[src/rtl/core/lrv_pkg.sv]
`timescale 1ns / 1ps
`default_nettype none
// ----------------------------------------------------------------------------
// lrv_pkg
// Types and fixed-point constants shared by the radial vignette pipeline.
// ----------------------------------------------------------------------------
package lrv_pkg;

  // configuration
  localparam int CFG_IDX_W  = 2;
  localparam int CFG_DATA_W = 17;
  localparam int SIDE_W     = 13;
  localparam int STR_W      = 17;

  localparam logic [CFG_IDX_W-1:0] REG_IMAGE_WIDTH  = 2'd0;
  localparam logic [CFG_IDX_W-1:0] REG_IMAGE_HEIGHT = 2'd1;
  localparam logic [CFG_IDX_W-1:0] REG_STRENGTH     = 2'd2;

  localparam logic [SIDE_W-1:0] WIDTH_RESET    = 13'd640;
  localparam logic [SIDE_W-1:0] HEIGHT_RESET   = 13'd480;
  localparam logic [STR_W-1:0]  STRENGTH_RESET = 17'd45875;

  // datapath widths
  localparam int COORD_W = 12;
  localparam int DX_W    = 14;
  localparam int SQ_W    = 26;
  localparam int NUM_W   = 27;
  localparam int FRAC_W  = 32;
  localparam int QUOT_W  = 58;
  localparam int ROOT_W  = 29;
  localparam int PROD_W  = STR_W + ROOT_W;
  localparam int SUB_W   = PROD_W - 16;
  localparam int FACT_W  = 17;

  localparam logic [FACT_W-1:0] FACTOR_ONE   = 17'd65536;
  localparam logic [FACT_W-1:0] FACTOR_FLOOR = 17'd6554;
  localparam logic [SUB_W-1:0]  SUB_LIMIT    = SUB_W'(58982);

  typedef struct packed {
    logic [7:0] blue;
    logic [7:0] green;
    logic [7:0] red;
  } color_t;

  typedef struct packed {
    logic [COORD_W-1:0] column;
    logic [COORD_W-1:0] row;
    logic [7:0]         blue_in;
    logic [7:0]         green_in;
    logic [7:0]         red_in;
  } pix_in_t;

  typedef struct packed {
    logic [7:0] blue_out;
    logic [7:0] green_out;
    logic [7:0] red_out;
  } pix_out_t;

  // scale one sample by a Q1.16 factor, round to nearest, saturate
  function automatic logic [7:0] scale_channel(input logic [7:0] v,
                                               input logic [FACT_W-1:0] f);
    logic [24:0] p;
    logic [24:0] s;
    logic [8:0]  r;
    p = 25'(v) * 25'(f);
    s = p + 25'd32768;
    r = s[24:16];
    scale_channel = (r > 9'd255) ? 8'd255 : r[7:0];
  endfunction

endpackage
`default_nettype wire

[src/rtl/core/lrv_sqrt_pipe.sv]
`timescale 1ns / 1ps
`default_nettype none
// ----------------------------------------------------------------------------
// lrv_sqrt_pipe
// Pipelined integer square root, one root bit per stage.
// ----------------------------------------------------------------------------
module lrv_sqrt_pipe (
  input  logic                       clk,
  input  logic                       rst,
  input  logic                       en,
  input  logic                       in_valid,
  input  logic [lrv_pkg::QUOT_W-1:0] rad,
  input  lrv_pkg::color_t            color_in,
  output logic                       out_valid,
  output logic [lrv_pkg::ROOT_W-1:0] root,
  output lrv_pkg::color_t            color_out
);
  import lrv_pkg::*;

  localparam int REM_W = ROOT_W + 2;

  logic              vld [1:ROOT_W];
  logic [REM_W-1:0]  rem [1:ROOT_W];
  logic [ROOT_W-1:0] rt  [1:ROOT_W];
  logic [QUOT_W-1:0] rd  [1:ROOT_W];
  color_t            col [1:ROOT_W];

  for (genvar k = 0; k < ROOT_W; k++) begin : g_step
    localparam int PAIR = ROOT_W - 1 - k;
    logic              sv;
    logic [REM_W-1:0]  sr;
    logic [ROOT_W-1:0] st;
    logic [QUOT_W-1:0] sd;
    color_t            sc;
    logic [REM_W+1:0]  shifted;
    logic [REM_W+1:0]  trial;
    logic [REM_W+1:0]  diff;
    logic              ge;

    if (k == 0) begin : g_first
      assign sv = in_valid;
      assign sr = '0;
      assign st = '0;
      assign sd = rad;
      assign sc = color_in;
    end else begin : g_next
      assign sv = vld[k];
      assign sr = rem[k];
      assign st = rt[k];
      assign sd = rd[k];
      assign sc = col[k];
    end

    assign shifted = {sr, sd[2*PAIR+1:2*PAIR]};
    assign trial   = {2'b00, st, 2'b01};
    assign ge      = shifted >= trial;
    assign diff    = shifted - trial;

    always_ff @(posedge clk) begin
      if (rst) begin
        vld[k+1] <= 1'b0;
      end else if (en) begin
        vld[k+1] <= sv;
      end
    end

    always_ff @(posedge clk) begin
      if (en) begin
        rem[k+1] <= ge ? diff[REM_W-1:0] : shifted[REM_W-1:0];
        rt[k+1]  <= {st[ROOT_W-2:0], ge};
        rd[k+1]  <= sd;
        col[k+1] <= sc;
      end
    end
  end

  assign out_valid = vld[ROOT_W];
  assign root      = rt[ROOT_W];
  assign color_out = col[ROOT_W];

endmodule
`default_nettype wire

[config.mk]
export PLATFORM = sky130hd
export DESIGN_NAME = lrv_sqrt_pipe
export DESIGN_NICKNAME = d
export VERILOG_FILES = /design/src/rtl/core/lrv_pkg.sv /design/src/rtl/core/lrv_sqrt_pipe.sv
export SDC_FILE = /design/constraint.sdc
export NUM_CORES = 2
export LEC_CHECK = 0
export BUFFER_PORTS_ARGS = -buffer_cell sky130_fd_sc_hd__buf_4
export CAP_MARGIN = 20
export CORE_UTILIZATION = 45
export DETAILED_ROUTE_END_ITERATION = 7
export GPL_TIMING_DRIVEN = 0
export SYNTH_ARGS = -nofsm -noshare
export SYNTH_HDL_FRONTEND = slang
export SYNTH_MEMORY_MAX_BITS = 65536
export SYNTH_SLANG_ARGS = --single-unit
[constraint.sdc]
create_clock -name clk -period 3.65 [get_ports clk]
set_input_delay 0.73 -clock clk [delete_from_list [all_inputs] [get_ports clk]]
set_output_delay 0.73 -clock clk [all_outputs]
set_load 0.02 [all_outputs]
Word-level counts from Yosys, hierarchy flattened
Memories as Yosys holds them, arrays and structs flattened.
Cells that the tools add are included.
{"block": "classes", "add_sub_neg": 29, "n_lt_le_gt_ge": 29, "n_mux": 64, "bitwise_logic": 29}
{"cell": "$ge 33x31->1", "n": 28}
{"cell": "$mux 31", "n": 29}
{"cell": "$sub 31x31->31", "n": 28}
{"cell": "$mux 1", "n": 35}
{"cell": "$or 1x1->1", "n": 29}
{"cell": "$sub 2x1->3 const B", "n": 1}
{"cell": "$ge 2x1->1 const B", "n": 1}
{"block": "word_totals", "reg_bits": 0, "mem_bits_rw": 4147, "inputBits": 86, "out_inout_bits": 54, "elab_cells": 156, "memories": 5}
{"name": "rd", "words": 29, "width": 58, "rd": 28, "rd_ports_with_merged_regs": 0, "wr": 29, "line": "lrv_sqrt_pipe.sv:25", "source": "logic [QUOT_W-1:0] rd [1:ROOT_W];"}
{"name": "rem", "words": 29, "width": 31, "rd": 28, "rd_ports_with_merged_regs": 0, "wr": 29, "line": "lrv_sqrt_pipe.sv:23", "source": "logic [REM_W-1:0] rem [1:ROOT_W];"}
{"name": "rt", "words": 29, "width": 29, "rd": 29, "rd_ports_with_merged_regs": 0, "wr": 29, "line": "lrv_sqrt_pipe.sv:24", "source": "logic [ROOT_W-1:0] rt [1:ROOT_W];"}
{"name": "col", "words": 29, "width": 24, "rd": 29, "rd_ports_with_merged_regs": 0, "wr": 29, "line": "lrv_sqrt_pipe.sv:26", "source": "color_t col [1:ROOT_W];"}
{"name": "vld", "words": 29, "width": 1, "rd": 29, "rd_ports_with_merged_regs": 0, "wr": 29, "line": "lrv_sqrt_pipe.sv:22", "source": "logic vld [1:ROOT_W];"}

Longest topological paths before layout
{"block": "logic_depth", "word_depth": 4, "mapped_depth": 14, "ltp_nobuf": 12}

Least setup slack after synthesis
No wires, ideal clock.
{"block": "synth_timing", "path_kind": "register to register", "from": "reg, netlist name rem[0][172]", "to": "reg, netlist name rem[0][214]", "setup_time_ns": 0.259, "t_arrival_ns": 3.054, "t_required_ns": 3.391, "path_slack_ns": 0.337, "path_stages_with_launch": 11, "n_path_buf": 1, "period_less_slack_ns": 3.313, "path_cell_list": "edfxtp_1 -> or4_4 -> or4_4 -> or3_1 -> nor4b_2 -> and3_1 -> or4b_1 -> and4_1 -> buf_6 -> nand3_1 -> xnor2_1"}

==> impl_metrics.toml <==
[status]
status = "finished clean"

[cells_and_area]
instances_no_fill = 12400
syn_to_final_growth_pct = 14.8
fin_util_pct = 52.1
layout_commonest_cell = "edfxtp_1"
drive_above_1_share_pct = 10.4
layout_common_cells = "edfxtp_1, inv_1, nand2_1"
layout.nets = 9243

[synth]
yosysWarnings = 0
synth_sequential_area_ratio_pct = 71.0
syn-num-nets = 8687
syn_area_per_cell_um2 = 14.5
yosysTopAreaCell = "edfxtp_1"
post_synth_inst_count = 8136
synth_edf_count = 2796
synth-seq-cells = 2796
synthDistinctLibCells = 88
ys.flop_type = "edfxtp_1"
synth_top_area_share_pct = 71.0
netlist_area_um2 = 118000
synth_area_leaders = "edfxtp_1, ha_1, xnor2_1"
async_flop_share_pct = 0

[sta]
tightest_slew_ps = 1140
timing.final.ws_setup_ps = 36.2
fmax_ghz = 0.277
slew_headroom_pct = 24.1
rsz0062_at_grt = "yes"
fin_crit_sh_pct = 99.0
fin_worst_skew_ps = 55.9
hold_viol_final = 0
period_minus_slack_ps = 3610
slew_viol_final = 0
finalSetupViolCount = 0

[place]
io_buffers = 139
place_ws_ps = -2200
dp.final_hpwl_um = 158000
place.gp.congestion = 0.868
dp.cells = 11800

[worst_setup_path]
crit_buf_inv = 2
cp_slowest_cell = "edfxtp_1"
crit_path_max_incr_delay_ps = 560
arrival_ps = 4250
critPathCaptureType = "register"
crit_fanout = 10
critPathRequiredTime_ps = 4290
critPathTopFamily = "compound AO/OA/AOI/OAI gates"
path_cells = "inv_1 -> ha_1 -> a21o_1 -> a21oi_1 -> o21a_1 -> o311a_1 -> o31a_1 -> o211ai_1 -> buf_6 -> nand4_1 -> nor3_2 -> xor2_2"
crit_type = "reg -> reg"
start_kind = "register"

[routing]
drcViolationCount = 0
ant_nets = 0
routed_wl_um = 229000
drt_iter0_drc = 4481
viasPerCell = 5.19
dr.pass1.iters = 6
num_vias = 64400
wire_per_inst_um = 18.4

[job]
cap_violations = 0

[clocking]
clkTransAtPathRegs_ps = 60
cts_root_buf = "clkbuf_16"
clock_latency_ps = 880
clockBufferDepth = 4
htreeDepth = 5
cts.sinks = 2796
cts_tree = "yes"
cts_made_buffers = 306

[pwr]
ir_worst_vdd_mv = 0.402
power_density_nw_per_um2 = 625
finalPower_uw = 84800
p_leak_uw = 0.0504

[die]
rows = 187
fp.coreArea_um2 = 260000
die_w_um = 515
dieHeight_um = 515
die-area_um2 = 265000
initial_utilization_pct = 45.4
pin_count = 140

[grt]
globalRouteTotalUtil_pct = 17.0
grt_pass1_wl_um = 355000
grt_pass1_vias = 63800
antenna_found_initial = 7
grt_max_degree = 194
grt-ovfl-total = 0

[hold_path]
hold_path.class = "in -> reg"
==> through the flow <==
stage | cell area, µm² | hold slack, ps | TNS, ps
after floorplan | 118000 | 400 | 0
after global placement | 124000 | 400 | -
after detailed placement | 124000 | 405 | -1188420
after CTS | 135000 | 1.40 | 0
after global routing | 136000 | 20.9 | -131
final | 136000 | 79.1 | 0
==> final cells by class <==
class / instances / area, µm²
Fill cell: 21500 / 125000
Sequential cell: 2796 / 84000
Multi-Input combinational cell: 4628 / 32000
Clock buffer: 374 / 8020
Tap cell: 3496 / 4370
Timing Repair Buffer: 257 / 2610
Inverter: 561 / 2110
Clock inverter: 167 / 1760
Buffer: 142 / 768
Antenna cell: 2 / 5.00
==> sequential cells by signal, summed over array words and instances (netlist names) <==
register  flops
rem         824
rt          435
col         696
rd          812
vld          29
==> repair_timing <==
item	CTS	global route
gates cloned	6	2
buffers inserted	17	12
gates resized for setup	117	101
setup endpoints to repair	901	530
pin swaps	9	14
hold buffers	64	0
hold endpoints to repair	64	0
==> cell usage after synthesis, drive strengths merged (78+ instances only) <==
library cell	instances
a21o	146
a21oi	437
clkbuf	109
edfxtp	2796
ha	465
inv	560
mux2	78
nand2	491
nand2b	108
nand3	120
nor2	466
nor3	176
nor4	101
o21a	99
o21ai	383
xnor2	359
xor2	333
==> worst paths after layout <==
check | start | endpoint | slack (ps) | depth (start not counted)
hold / removal | rad[21] | rd[1][21] | 80 | 1
hold reg to reg | col[14][6] | col[14][30] | 380 | 0
setup / recovery | rt[1][120] | rem[1][181] | 40 | 12
setup reg to reg | rt[1][120] | rem[1][181] | 40 | 12
==> power breakdown <==
group | switching (µW) | total (µW) | internal [µW]
registers | 2110 | 41800 | 39700
logic | 7730 | 13200 | 5510
clock network | 12200 | 29800 | 17600
total | 22100 | 84800 | 62700
==> logic make-up (layout without fill, tap and decap cells) <==
logic type | count (synthesis) | in the layout | share of synthesized area, %
other | 1 | 3 | 0.00317
AOI/OAI and AO/OA | 1431 | 1431 | 7.51
xor gates and xnor gates | 692 | 692 | 5.13
adders and majority gates | 465 | 465 | 4.92
DFF | 2796 | 2796 | 71.0
and+or+nand+nor | 1951 | 1951 | 8.22
muxes | 88 | 88 | 0.828
buffers and inverters | 712 | 1501 | 2.35
==> layer usage <==
layer  routed length, µm  GRT usage, %  part of all wire, %  vias up
li1                    -             -                    -    31500
met5                   0             0                    0        -
met4                7380          5.85                  3.2        0
met1              106000          23.5                   46    31200
met3                9090          2.14                  4.0      436
met2              106000          27.8                   46     1306
Power figures use the tool's default switching activity.
